### config.mk
export PLATFORM = sky130hd
export DESIGN_NAME = message_ring_queue_urgent_insert
export DESIGN_NICKNAME = d
export VERILOG_FILES = /design/src/rtl/mrq_pkg.sv /design/src/rtl/mrq_ram.sv /design/src/rtl/mrq_ctrl.sv /design/src/rtl/mrq_dp.sv /design/src/rtl/message_ring_queue_urgent_insert.sv
export SDC_FILE = /design/constraint.sdc
export NUM_CORES = 1
export LEC_CHECK = 0
export ABC_AREA = 1
export BUFFER_PORTS_ARGS = -buffer_cell sky130_fd_sc_hd__buf_2
export CAP_MARGIN = 20
export CORE_UTILIZATION = 25
export CTS_BUF_LIST = sky130_fd_sc_hd__clkbuf_8
export CTS_CLUSTER_SIZE = 28
export DETAILED_ROUTE_END_ITERATION = 8
export GPL_TIMING_DRIVEN = 0
export HOLD_SLACK_MARGIN = 0.15
export PLACE_DENSITY = 0.42
export SLEW_MARGIN = 20
export SYNTH_ARGS = -nofsm -noshare
export SYNTH_HDL_FRONTEND = slang
export SYNTH_SLANG_ARGS = --single-unit
### constraint.sdc
create_clock -name clk -period 7 [get_ports clk]
set_input_delay 0.7 -clock clk [delete_from_list [all_inputs] [get_ports clk]]
set_output_delay 0.7 -clock clk [all_outputs]
set_load 0.05 [all_outputs]
### src/rtl/mrq_pkg.sv
package mrq_pkg;

  localparam int SLOT_COUNT = 16;
  localparam int WORD_WIDTH = 32;

  localparam int PTR_W = (SLOT_COUNT > 1) ? $clog2(SLOT_COUNT) : 1;
  localparam int CNT_W = $clog2(SLOT_COUNT + 1);
  localparam int CAP_W = 5;
  localparam int CMP_W = (CNT_W > CAP_W) ? CNT_W : CAP_W;

  typedef enum logic [1:0] {
    OP_READ   = 2'd0,
    OP_WRITE  = 2'd1,
    OP_URGENT = 2'd2,
    OP_CLEAR  = 2'd3
  } opcode_t;

  typedef enum logic [1:0] {
    RS_OK    = 2'd0,
    RS_EMPTY = 2'd1,
    RS_FULL  = 2'd2
  } res_status_t;

  typedef enum logic {
    S_IDLE = 1'b0,
    S_EXEC = 1'b1
  } state_t;

  // Controller to datapath
  typedef struct packed {
    logic        capture;
    logic        pop;
    logic        push_tail;
    logic        push_head;
    logic        clear;
    logic        report;
    res_status_t status;
  } dp_cmd_t;

  // Datapath to controller
  typedef struct packed {
    logic empty;
    logic full;
  } dp_stat_t;

endpackage

### src/rtl/mrq_ram.sv
module mrq_ram #(
  parameter int WIDTH = 32,
  parameter int DEPTH = 16
) (
  input  logic                             clk,
  input  logic                             wr_en,
  input  logic [$clog2(DEPTH)-1:0]         wr_addr,
  input  logic [WIDTH-1:0]                 wr_data,
  input  logic [$clog2(DEPTH)-1:0]         rd_addr,
  output logic [WIDTH-1:0]                 rd_data
);

  logic [WIDTH-1:0] mem [DEPTH];
  logic [WIDTH-1:0] rd_data_r;

  always_ff @(posedge clk) begin
    if (wr_en) begin
      mem[wr_addr] <= wr_data;
    end
    rd_data_r <= mem[rd_addr];
  end

  assign rd_data = rd_data_r;

endmodule

### src/rtl/mrq_ctrl.sv
module mrq_ctrl (
  input  logic              clk,
  input  logic              rst_n,
  input  logic              start,
  input  logic [1:0]        in_opcode,
  input  mrq_pkg::dp_stat_t stat,
  output logic              busy,
  output mrq_pkg::dp_cmd_t  cmd
);

  mrq_pkg::state_t  state_r, state_nxt;
  mrq_pkg::opcode_t op_r, op_nxt;

  always_ff @(posedge clk) begin
    if (!rst_n) begin
      state_r <= mrq_pkg::S_IDLE;
      op_r    <= mrq_pkg::OP_READ;
    end else begin
      state_r <= state_nxt;
      op_r    <= op_nxt;
    end
  end

  always_comb begin
    state_nxt   = state_r;
    op_nxt      = op_r;
    cmd         = '0;
    cmd.status  = mrq_pkg::RS_OK;
    busy        = 1'b0;
    case (state_r)
      mrq_pkg::S_IDLE: begin
        if (start) begin
          cmd.capture = 1'b1;
          op_nxt      = mrq_pkg::opcode_t'(in_opcode);
          state_nxt   = mrq_pkg::S_EXEC;
        end
      end
      mrq_pkg::S_EXEC: begin
        busy       = 1'b1;
        cmd.report = 1'b1;
        state_nxt  = mrq_pkg::S_IDLE;
        case (op_r)
          mrq_pkg::OP_READ: begin
            if (stat.empty) begin
              cmd.status = mrq_pkg::RS_EMPTY;
            end else begin
              cmd.pop = 1'b1;
            end
          end
          mrq_pkg::OP_WRITE: begin
            if (stat.full) begin
              cmd.status = mrq_pkg::RS_FULL;
            end else begin
              cmd.push_tail = 1'b1;
            end
          end
          mrq_pkg::OP_URGENT: begin
            if (stat.full) begin
              cmd.status = mrq_pkg::RS_FULL;
            end else begin
              cmd.push_head = 1'b1;
            end
          end
          mrq_pkg::OP_CLEAR: begin
            cmd.clear = 1'b1;
          end
          default: begin
            cmd.clear = 1'b0;
          end
        endcase
      end
      default: begin
        state_nxt = mrq_pkg::S_IDLE;
      end
    endcase
  end

  // An accepted transaction always reports in the following cycle.
  a_accept_reports: assert property (@(posedge clk) disable iff (!rst_n)
    (start && !busy) |=> cmd.report)
    else $error("accepted transaction did not execute");

  // Never pop and push in one execution.
  a_one_action: assert property (@(posedge clk) disable iff (!rst_n)
    $countones({cmd.pop, cmd.push_tail, cmd.push_head, cmd.clear}) <= 1)
    else $error("more than one queue action");

  // Refused operations carry a failure status and no action.
  a_fail_no_action: assert property (@(posedge clk) disable iff (!rst_n)
    (cmd.status != mrq_pkg::RS_OK) |-> !(cmd.pop || cmd.push_tail || cmd.push_head))
    else $error("failed operation changed the queue");

endmodule

### src/rtl/mrq_dp.sv
module mrq_dp (
  input  logic                            clk,
  input  logic                            rst_n,
  input  mrq_pkg::dp_cmd_t                cmd,
  input  logic [mrq_pkg::WORD_WIDTH-1:0]  in_message_data,
  input  logic                            cfg_wr_en,
  input  logic [mrq_pkg::CAP_W-1:0]       cfg_wr_data,
  output mrq_pkg::dp_stat_t               stat,
  output logic                            out_valid,
  output logic [1:0]                      out_status,
  output logic [mrq_pkg::WORD_WIDTH-1:0]  out_read_data,
  output logic [mrq_pkg::CNT_W-1:0]       out_message_count
);

  logic [mrq_pkg::CAP_W-1:0]      capacity_r;
  logic [mrq_pkg::PTR_W-1:0]      head_r, head_nxt;
  logic [mrq_pkg::PTR_W-1:0]      tail_r, tail_nxt;
  logic [mrq_pkg::CNT_W-1:0]      fill_r, fill_nxt;
  logic [mrq_pkg::WORD_WIDTH-1:0] data_r;
  logic                           out_valid_r;
  logic [1:0]                     out_status_r;
  logic [mrq_pkg::WORD_WIDTH-1:0] out_read_data_r;
  logic [mrq_pkg::CNT_W-1:0]      out_count_r;

  logic [mrq_pkg::CMP_W-1:0]      cap_wide;
  logic [mrq_pkg::CNT_W-1:0]      cap_eff;
  logic [mrq_pkg::CNT_W-1:0]      head_inc, tail_inc;
  logic [mrq_pkg::PTR_W-1:0]      head_dec;
  logic [mrq_pkg::WORD_WIDTH-1:0] ram_rd_data;
  logic                           ram_we;
  logic [mrq_pkg::PTR_W-1:0]      ram_wr_addr;

  // Clamp capacity into 1..SLOT_COUNT
  always_comb begin
    cap_wide = mrq_pkg::CMP_W'(capacity_r);
    if (cap_wide == '0) begin
      cap_eff = mrq_pkg::CNT_W'(1);
    end else if (cap_wide > mrq_pkg::CMP_W'(mrq_pkg::SLOT_COUNT)) begin
      cap_eff = mrq_pkg::CNT_W'(mrq_pkg::SLOT_COUNT);
    end else begin
      cap_eff = cap_wide[mrq_pkg::CNT_W-1:0];
    end
  end

  assign stat.empty = (fill_r == '0);
  assign stat.full  = (fill_r >= cap_eff);

  assign head_inc = mrq_pkg::CNT_W'(head_r) + mrq_pkg::CNT_W'(1);
  assign tail_inc = mrq_pkg::CNT_W'(tail_r) + mrq_pkg::CNT_W'(1);
  assign head_dec = (head_r == '0) ? mrq_pkg::PTR_W'(cap_eff - mrq_pkg::CNT_W'(1))
                                   : head_r - mrq_pkg::PTR_W'(1);

  always_comb begin
    head_nxt = head_r;
    tail_nxt = tail_r;
    fill_nxt = fill_r;
    if (cmd.clear) begin
      head_nxt = '0;
      tail_nxt = '0;
      fill_nxt = '0;
    end else if (cmd.pop) begin
      head_nxt = (head_inc >= cap_eff) ? '0 : head_inc[mrq_pkg::PTR_W-1:0];
      fill_nxt = fill_r - mrq_pkg::CNT_W'(1);
    end else if (cmd.push_tail) begin
      tail_nxt = (tail_inc >= cap_eff) ? '0 : tail_inc[mrq_pkg::PTR_W-1:0];
      fill_nxt = fill_r + mrq_pkg::CNT_W'(1);
    end else if (cmd.push_head) begin
      head_nxt = head_dec;
      fill_nxt = fill_r + mrq_pkg::CNT_W'(1);
    end
  end

  always_ff @(posedge clk) begin
    if (!rst_n) begin
      capacity_r  <= mrq_pkg::CAP_W'(16);
      head_r      <= '0;
      tail_r      <= '0;
      fill_r      <= '0;
      out_valid_r <= 1'b0;
    end else begin
      if (cfg_wr_en) begin
        capacity_r <= cfg_wr_data;
      end
      head_r      <= head_nxt;
      tail_r      <= tail_nxt;
      fill_r      <= fill_nxt;
      out_valid_r <= cmd.report;
    end
  end

  always_ff @(posedge clk) begin
    if (cmd.capture) begin
      data_r <= in_message_data;
    end
    if (cmd.report) begin
      out_status_r    <= cmd.status;
      out_read_data_r <= cmd.pop ? ram_rd_data : '0;
      out_count_r     <= fill_nxt;
    end
  end

  assign ram_we      = cmd.push_tail || cmd.push_head;
  assign ram_wr_addr = cmd.push_head ? head_dec : tail_r;

  mrq_ram #(
    .WIDTH (mrq_pkg::WORD_WIDTH),
    .DEPTH (mrq_pkg::SLOT_COUNT)
  ) u_store (
    .clk     (clk),
    .wr_en   (ram_we),
    .wr_addr (ram_wr_addr),
    .wr_data (data_r),
    .rd_addr (head_r),
    .rd_data (ram_rd_data)
  );

  assign out_valid         = out_valid_r;
  assign out_status        = out_status_r;
  assign out_read_data     = out_read_data_r;
  assign out_message_count = out_count_r;

  a_fill_bound: assert property (@(posedge clk) disable iff (!rst_n)
    fill_r <= mrq_pkg::CNT_W'(mrq_pkg::SLOT_COUNT))
    else $error("fill count above slot count");

  a_pop_not_empty: assert property (@(posedge clk) disable iff (!rst_n)
    cmd.pop |-> !stat.empty)
    else $error("pop from empty queue");

  a_count_reported: assert property (@(posedge clk) disable iff (!rst_n)
    out_valid_r |-> (out_count_r == fill_r))
    else $error("reported count differs from fill count");

  a_idle_holds_fill: assert property (@(posedge clk) disable iff (!rst_n)
    !cmd.report |=> $stable(fill_r))
    else $error("fill count moved without an operation");

endmodule

### src/rtl/message_ring_queue_urgent_insert.sv
// Channel       Ports                                          Handshake
// ------------  ---------------------------------------------  ------------------------
// command in    start, busy, in_opcode, in_message_data       start && !busy
// result out    out_valid, out_status, out_read_data,         out_valid, one cycle
//               out_message_count
// config        cfg_wr_en, cfg_wr_data                         cfg_wr_en
//
// A transaction has an accept cycle, in which the message RAM's registered read port
// fetches the head slot, and an execute cycle that updates the pointers, the count and
// the RAM. The result shows on the cycle after execute, and a new transaction may be
// accepted in that same cycle; while one executes, busy is high and no new one is taken.
// Reset is synchronous, active low; pointers, count and capacity (16) reset at
// once. The message store has no clearing pass and holds garbage until written.
// The receiver cannot stall: a result is valid for exactly one cycle.
module message_ring_queue_urgent_insert (
  input  logic                            clk,
  input  logic                            rst_n,
  // command channel
  input  logic                            start,
  output logic                            busy,
  input  logic [1:0]                      in_opcode,
  input  logic [mrq_pkg::WORD_WIDTH-1:0]  in_message_data,
  // result channel
  output logic                            out_valid,
  output logic [1:0]                      out_status,
  output logic [mrq_pkg::WORD_WIDTH-1:0]  out_read_data,
  output logic [mrq_pkg::CNT_W-1:0]       out_message_count,
  // capacity register
  input  logic                            cfg_wr_en,
  input  logic [mrq_pkg::CAP_W-1:0]       cfg_wr_data
);

  // Command and status between sequencer and datapath
  mrq_pkg::dp_cmd_t  cmd;
  mrq_pkg::dp_stat_t stat;

  // Sequencer: hold the opcode, decide pop/push/clear from empty and full
  mrq_ctrl u_ctrl (
    .clk       (clk),
    .rst_n     (rst_n),
    .start     (start),
    .in_opcode (in_opcode),
    .stat      (stat),
    .busy      (busy),
    .cmd       (cmd)
  );

  // Datapath: pointers, count, capacity, message RAM and result registers
  mrq_dp u_dp (
    .clk               (clk),
    .rst_n             (rst_n),
    .cmd               (cmd),
    .in_message_data   (in_message_data),
    .cfg_wr_en         (cfg_wr_en),
    .cfg_wr_data       (cfg_wr_data),
    .stat              (stat),
    .out_valid         (out_valid),
    .out_status        (out_status),
    .out_read_data     (out_read_data),
    .out_message_count (out_message_count)
  );

endmodule
# --- Word-level counts from Yosys, hierarchy flattened ---
# Memory sizes are Yosys's and may differ from the RTL's. A register that Yosys moved wholly into a read port is not among the register bits.
# Cells that the tools add are included.
classes:
  add_sub_neg: 6
  order_cmp: 4
  n_eq_ne: 4
  n_mux: 29
  n_bitwise: 3
  reduce_logical: 11
ops:
  columns: ["op", "n"]
  rows:
  - ["5-bit 2-to-1 mux", 6]
  - ["4-bit 2-to-1 mux", 7]
  - ["5-bit greater-or-equal comparator", 3]
  - ["1-bit 2-to-1 mux", 12]
  - ["4-bit by 1-bit adder with 5-bit output (second input constant)", 2]
  - ["5-bit zero test", 2]
  - ["4-bit by 1-bit subtractor with 4-bit output (second input constant)", 2]
  - ["7-bit 2-to-1 mux", 1]
  - ["2-bit AND reduction", 3]
  - ["5-bit by 1-bit adder with 5-bit output (second input constant)", 1]
  - ["5-bit greater-than comparator (second input constant)", 1]
  - ["5-bit by 1-bit subtractor with 5-bit output (second input constant)", 1]
  - ["2-bit == test (second input constant)", 2]
  - ["4-bit zero test", 1]
  - ["2-bit case mux with 2 select lines", 1]
  - ["2-bit OR reduction", 2]
  - ["1-bit inverter", 3]
  - ["2-bit by 1-bit == test with 1-bit output (second input constant)", 1]
  - ["2-bit zero test", 1]
  - ["2-bit 2-to-1 mux", 1]
  - ["2-bit by 1-bit != test with 1-bit output (second input constant)", 1]
  - ["1-bit case mux with 2 select lines", 1]
  - ["2-bit nonzero test", 1]
  - ["1-bit logical OR", 1]
totals:
  regBits: 93
  ramBits: 512
  inputBits: 43
  elab_cells: 69
  n_memories: 1
memory_table:
  columns: ["name", "depth", "width", "read_ports", "rd_clocked_by_memory_dff", "wr", "line", "text"]
  rows:
  - ["u_dp.u_store.mem", 16, 32, 1, 1, 1, "mrq_ram.sv:13", "logic [WIDTH-1:0] mem [DEPTH];"]

# --- Longest topological paths before layout ---
# Gate-level depths: netlist of the first run.
logic_depth:
  depth_word: 11
  depth_mapped: 17

# --- Hierarchy ---
# A second synthesis of the first run with hierarchy kept.
hier_totals:
  cells_unflattened: 2530
  area_unflattened_um2: 26919.6
by_module_without_submodules:
  columns: ["mod", "instances", "cells_per_inst", "area_per_inst_um2"]
  rows:
  - ["mrq_ram", 1, 2120, 22730.6]
  - ["mrq_dp", 1, 372, 3928.8]
  - ["mrq_ctrl", 1, 38, 260.2]

# --- Worst setup path before layout of the first run ---
# No wires, ideal clock.
synth_path:
  path_kind: "reg2reg"
  startpoint: "register u_ctrl.state_r"
  endpoint: "memory u_dp.u_store.mem[0][0] (enable)"
  setup_ns: 0.421
  arrival_ns: 3.733
  required_time_ns: 6.579
  path_slack_ns: 2.846
  path_stages_with_launch: 6
  synth_period_minus_slack_ns: 4.154
  cell_sequence: "dfxtp_1 -> buf_4 -> nand3_4 -> o21ai_2 -> nand3_2 -> nor2_1"
synth_between:
  elab_chain_len: 4
  elab_cells_between_ends: 5
  cone_classes: "mux: 4; reduce/logical: 1"
synth_lines:
  columns: ["element", "line", "text"]
  rows:
  - ["start: declaration", "mrq_ctrl.sv:11", "mrq_pkg::state_t state_r, state_nxt;"]
  - ["start signal: assignment", "mrq_ctrl.sv:16", "state_r <= mrq_pkg::S_IDLE;"]
  - ["start signal: assignment", "mrq_ctrl.sv:19", "state_r <= state_nxt;"]
  - ["7-bit 2-to-1 mux *", "mrq_ctrl.sv:30", "case (state_r)"]
  - ["1-bit logical OR", "mrq_dp.sv:102", "assign ram_we = cmd.push_tail || cmd.push_head;"]
  - ["1-bit 2-to-1 mux", "mrq_ram.sv:17", "if (wr_en) begin"]
  - ["1-bit 2-to-1 mux (implied by the code)", "mrq_ram.sv:18", "mem[wr_addr] <= wr_data;"]
  - ["end: declaration", "mrq_ram.sv:13", null]
# Mark *: on every way between the ends. The rest lies on a longest branch, timed or not.

# --- Worst setup path after layout of the first run ---
layout_path:
  startpoint: "register u_dp.head_r[1] in the netlist's numbering"
  endpoint: "memory u_dp.u_store.mem[5][16] (enable)"
layout_between:
  elab_chain_len: 3
  elab_cells_between_ends: 4
  cone_classes: "add/sub: 1; mux: 2; reduce/logical: 1"
layout_lines:
  columns: ["element", "line", "text"]
  rows:
  - ["start: declaration", "mrq_dp.sv:16", "logic [mrq_pkg::PTR_W-1:0] head_r, head_nxt;"]
  - ["start signal: assignment", "mrq_dp.sv:84", "head_r <= head_nxt;"]
  - ["4-bit by 1-bit subtractor with 4-bit output / 4-bit zero test (equally long branches)", "mrq_dp.sv:51, mrq_dp.sv:50", null]
  - ["4-bit 2-to-1 mux *", "mrq_dp.sv:50", "assign head_dec = (head_r == '0) ? mrq_pkg::PTR_W'(cap_eff - mrq_pkg::CNT_W'(1))"]
  - ["4-bit 2-to-1 mux *", "mrq_dp.sv:103", "assign ram_wr_addr = cmd.push_head ? head_dec : tail_r;"]
# Marks and branches as above.

==> flow_summary.toml, run 1 <==
[run_status]
status = "complete, no violations"

[sta]
layout_setup_ws_ps = 2380
worst_pin_slew_ps = 1140
rsz0062_at_grt = "no"
slew_headroom_pct = 23.9
tns_ps = 0
setup_viol = 0
max_freq_mhz = 216
period_needed_ps = 4620
post-route-period-util_pct = 66.1
hold_viol_final = 0
finalMaxSlewViolations = 0
skew_ps = 32.7

[detailed_routing]
via_per_inst = 4.77
firstDrtPassIters = 5
drtAntennaViolNets = 0
route.detailed.drc = 0
wl_met1_um = 36200
drtIter0Drc = 1521
vias = 16500
highest_layer = "met5"
wl_per_cell_um = 24.1
wl_met2_um = 38500
wl_met3_um = 5980
routed_wl_um = 83300

[finish]
drive_above_1_share_pct = 16.3
final_common_cell = "edfxtp_1"
nets = 2146
final_cell_mix = "583 x edfxtp_1, 317 x nor2_1, 272 x o21ai_0"
stdcell_area_um2 = 30000
final_cells = 3451
syn_to_final_growth_pct = 21.6
fillers = 9715
fin_util_pct = 30.8

[critical_path]
cpPeakStageDelay_ps = 670
cp-end-kind = "register"
crit_required_ps = 7390
crit_fanout = 17
rrSetupSlack_ps = 2380
cp-start-kind = "register"
critPathKind = "register to register"
arrival_ps = 5020
crit_path_top_delay_cell = "nor2_4"
path_cells = "inv_1, clkbuf_1, clkbuf_1, ha_1, nand2_2, nor2_4, o211ai_1, nand2_2, ha_1, xor2_1, o21ai_2, inv_2, nand3_2, nor2_4, buf_12"

[global_routing]
grt_first_pass_wirelength_um = 117000
grt_pass1_vias = 16400
grt.overflow.total = 0
grt_use_total_pct = 16.5
grt_max_degree = 29
antenna_found_initial = 3

[cts]
clock_sinks = 637
path_clk_slew_ps = 60
root_buffer = "clkbuf_8"
tritoncts = "done"
cts_buffer_depth = 3
cts_buffers = 112
cts.htree.levels = 3
clk-insertion-delay-late_ps = 720

[logic_synthesis]
ys_seq_area_share_pct = 75.3
synthesis.area_um2 = 24700
synth_top_area_share_pct = 70.9
post_synth.cell_area_avg_um2 = 13.6
ys.warnings.count = 0
synth.largest_area_cell = "edfxtp_1"
syn_nets = 1890
synthArstFlopShare_pct = 0
synth-edff-count = 583
ys_dominant_reg_cell = "edfxtp_1"
synthTopCellsByArea = "edfxtp_1 71%, o21ai_0 5.5%, nor2_1 5.1%"
synthCells = 1821
ys_types = 37
ys_seq_elements = 637

[floorplanning]
io_pins = 84
dieHeight_um = 316
die_area_um2 = 100000
num_rows = 114
initial_utilization_pct = 25.4
die_w_um = 316
core_area_um2 = 97300

[power_and_ir_drop]
powerDensity_nw_per_um2 = 271
peakVddDrop_v = 0.000129
cellLeakagePower_nw = 10.3

[placed_design]
port_buffers = 83
dpl_cell_area_um2 = 27500
globalplace.congestion = 0.791
post-place-ws_ps = 2380
dp_cells = 3210
dp_hpwl_um = 54300

[flow_run]
maxCapViolCount = 0

[hold_path]
hold_path_class = "input port to register"
## power breakdown
part           internal [mW]  leakage (nW)  switching (mW)
clock                   1.78          1.28            1.58
combinational          0.132          3.31           0.352
sequential              4.22          5.73          0.0687
total                   6.13          10.3            2.00
## registers in the layout (all words and copies together), names as in the netlist
register / count
u_dp.u_store.mem: 512
u_dp.out_read_data: 32
u_dp.tail_r: 4
u_ctrl.op_r: 2
u_dp.data_r: 32
u_dp.head_r: 4
u_dp.out_status: 2
u_dp.out_message_count: 5
u_ctrl.state_r: 1
u_dp.cap_wide: 5
u_dp.fill_r: 5
u_dp.u_store.rd_data: 32
u_dp.out_valid: 1
## cell type report
class	instances	area [µm²]	share of cell area, %
tap	1276	1600	5.32
multi-input combinational	988	5410	18.0
timing repair buffer	142	1400	4.65
sequential	637	18600	62.0
antenna	1	2.50	0.00834
clock inverter	82	422	1.41
buffer	112	494	1.65
clock buffer	129	1780	5.92
inverter	84	318	1.06
## through the flow
step	hold WS, ps	power (mW)
global route	177	8.43
global placement	492	4.83
detailed placement	503	4.84
finish	196	8.13
floorplan	458	4.60
CTS	151	8.22
## cell usage after synthesis (3+ instances only)
master    count
buf_2        24
edfxtp_1    583
buf_1         3
buf_4         9
ha_1         26
nand2_2       3
a21oi_1      16
nand3_2       8
o22ai_1      36
inv_1        73
o21ai_2       4
o21ai_1       3
nor2_4        4
nand2_1      85
o211ai_1     38
dfxtp_1      54
nand3_1      40
inv_2        11
nand4_1       7
o221ai_1     92
xor2_1        7
nor2_1      333
o21ai_0     272
clkbuf_1     75
nor3_1        3
## timing repair
| item | in CTS | in global routing |
|---|---|---|
| setup buffers | 0 | 0 |
| hold buffers | 29 | 0 |
| resized for setup | 0 | 0 |
| endpoints found under the hold margin | 29 | 0 |
## logic make-up after synthesis
kind of cell	synth area share (%)
AOI/OAI and AO/OA	11.5
and+or+nand+nor	8.36
buffers and inverters	3.27
xor gates and xnor gates	0.248
adders and majority gates	1.32
DFF	75.3
## worst max-delay path, delay by kind of cell, from the launching register on
family          cells  cell delay (ps)
compound gates      2              290
xor+xnor            1              250
fa+ha+maj           2              500
buf+inv             5             1570
flops               1              380
simple gates        5             1270
## final timing paths
path | start | endpoint | cells past startpoint
worst max-delay path | u_dp.head_r[1]$_SDFFE_PP0P_ | u_dp.u_store.mem[5][16]$_DFFE_PP_ | 15
worst max register to register | u_dp.head_r[1]$_SDFFE_PP0P_ | u_dp.u_store.mem[5][16]$_DFFE_PP_ | 15
worst min-delay path | in_message_data[17] | u_dp.data_r[17]$_DFFE_PP_ | 1
worst min register to register | u_dp.tail_r[3]$_SDFFE_PP0P_ | u_dp.tail_r[3]$_SDFFE_PP0P_ | 2
## routing by layer
layer,vias up,track usage (%)
met3,158,3.39
met5,-,0
met2,642,26.5
met4,2,6.26
met1,8349,21.9
li1,7312,-
(Power assumes the default switching activity.)
==> run 2: changes to the inputs <==
==> constraint.sdc (replaced) <==
create_clock -name clk -period 4.5 [get_ports clk]
set_input_delay 0.45 -clock clk [delete_from_list [all_inputs] [get_ports clk]]
set_output_delay 0.45 -clock clk [all_outputs]
set_load 0.05 [all_outputs]
==> flow_summary.toml, run 2 (synthesis gave the netlist of run 1 again) <==
[floorplanning]
num_rows = 114
initial_utilization_pct = 25.4
die_w_um = 316
die_area_um2 = 100000
dieHeight_um = 316
io_pins = 84
core_area_um2 = 97300

[finish]
largest_reg_flops = 512
nets = 2179
final_cell_mix = "583 x edfxtp_1, 317 x nor2_1, 272 x o21ai_0"
final_common_cell = "edfxtp_1"
syn_to_final_growth_pct = 23.0
final_cells = 3484
fin_util_pct = 31.2
drive_above_1_share_pct = 16.6
regMostFlops = "u_dp.u_store.mem"

[detailed_routing]
wl_per_cell_um = 24.0
via_per_inst = 4.73
drtAntennaViolNets = 0
vias = 16500
route.detailed.drc = 0
drtIter0Drc = 1529
routed_wl_um = 83700
firstDrtPassIters = 8

[cts]
clock_sinks = 637
path_clk_slew_ps = 60
cts.htree.levels = 3
cts_buffer_depth = 3
clk-insertion-delay-late_ps = 730
tritoncts = "done"
cts_buffers = 112
root_buffer = "clkbuf_8"

[global_routing]
grt_use_total_pct = 16.6
grt.overflow.total = 0
antenna_found_initial = 3
grt_pass1_vias = 16600
grt_first_pass_wirelength_um = 118000
grt_max_degree = 29

[power_and_ir_drop]
p_clk_share_pct = 41.3
internal_power_mw = 9.56
p_seq_share_pct = 52.7
peakVddDrop_v = 0.000203
p_comb_share_pct = 6.1
p_sw_share_pct = 24.5
p_switching_mw = 3.11
powerDensity_nw_per_um2 = 417
cellLeakagePower_nw = 10.5

[critical_path]
timing.rr.start = "u_dp.head_r[0]$_SDFFE_PP0P_"
cp-end-kind = "register"
crit_required_ps = 4900
cp-start-kind = "register"
arrival_ps = 4620
crit_start = "u_dp.head_r[0]$_SDFFE_PP0P_"
crit_fanout = 17
rrSetupSlack_ps = 280
critPathKind = "register to register"

[run_status]
status = "complete, no violations"

[sta]
post-route-period-util_pct = 93.8
finalMaxSlewViolations = 0
skew_ps = 38.1
worst_pin_slew_ps = 1200
setup_viol = 0
slew_headroom_pct = 20.3
period_needed_ps = 4220
hold_viol_final = 0
rsz0062_at_grt = "no"
fin_hold_ws_ps = 444
max_freq_mhz = 237

[placed_design]
dp_cells = 3210
globalplace.congestion = 0.791
port_buffers = 83
dp_hpwl_um = 54300

[hold_path]
min-delay-start = "in_message_data[29]"
hold_path_class = "input port to register"

[flow_run]
maxCapViolCount = 0
## run 2: cell count changes in the layout (fill, tap and decap cells not counted), sizes merged
cell / previous run / this run
buf: 150 / 161
dlygate4sd3: 29 / 51
## run 2: timing repair
item,4_1_cts,5_1_grt
resized for setup,1,0
setup endpoints to repair,101,35
pin swaps,3,4
hold endpoints to repair,43,0
setup buffers,3,8
hold buffers,51,0
## run 2: worst max-delay path, cell delays in order, from the launching register on
cell and delay, ps:
dfxtp_1 350, buf_2 210, inv_2 180, buf_4 290, buf_2 380, ha_1 260, nand2_2 90, nor2_4 130
o211ai_1 170, nand2_2 150, ha_1 180, xor2_1 250, o21ai_2 130, inv_2 90, nand3_2 220, nor2_4 390
buf_16 210, buf_12 190
## run 2: metrics by stage
stage	setup slack (ps)	total power, mW	TNS, ps	cell area (µm²)
after floorplan	346	7.16	0	24700
after global placement	-2950	7.51	-1315290	26700
after detailed placement	-117	7.53	-5230	27500
after CTS	127	12.8	0	30300
after global routing	64.0	13.1	0	30400
final	278	12.7	0	30400
## run 2: path summary, 6_finish.rpt
kind,to,cells past startpoint
hold / removal,u_dp.data_r[29]$_DFFE_PP_,2
hold reg to reg,u_dp.tail_r[3]$_SDFFE_PP0P_,2
setup reg to reg,u_dp.u_store.mem[13][7]$_DFFE_PP_,17
setup / recovery,u_dp.u_store.mem[13][7]$_DFFE_PP_,17
## run 2: power groups by stage
stage	clock network [mW]	logic (mW)	registers, mW
finish	5.23	0.768	6.67
global route	5.62	0.841	6.68
CTS	5.36	0.776	6.67
detailed placement	0	0.737	6.79
global placement	0	0.714	6.80
floorplan	0	0.365	6.79
## run 2: per-layer routing
layer	global-route usage [%]	part of all wire, %
met5	0	0.016
met4	6.61	3.3
met3	3.40	7.5
met2	26.7	46
met1	21.9	43
## run 2: final cells by class
class                           instances  area, µm²
Fill cell                            9686      66900
Sequential cell                       637      18600
Multi-Input combinational cell        988       5410
Clock buffer                          129       1780
Timing Repair Buffer                  175       1750
Tap cell                             1276       1600
Buffer                                112        495
Clock inverter                         82        422
Inverter                               84        318
Antenna cell                            1       2.50
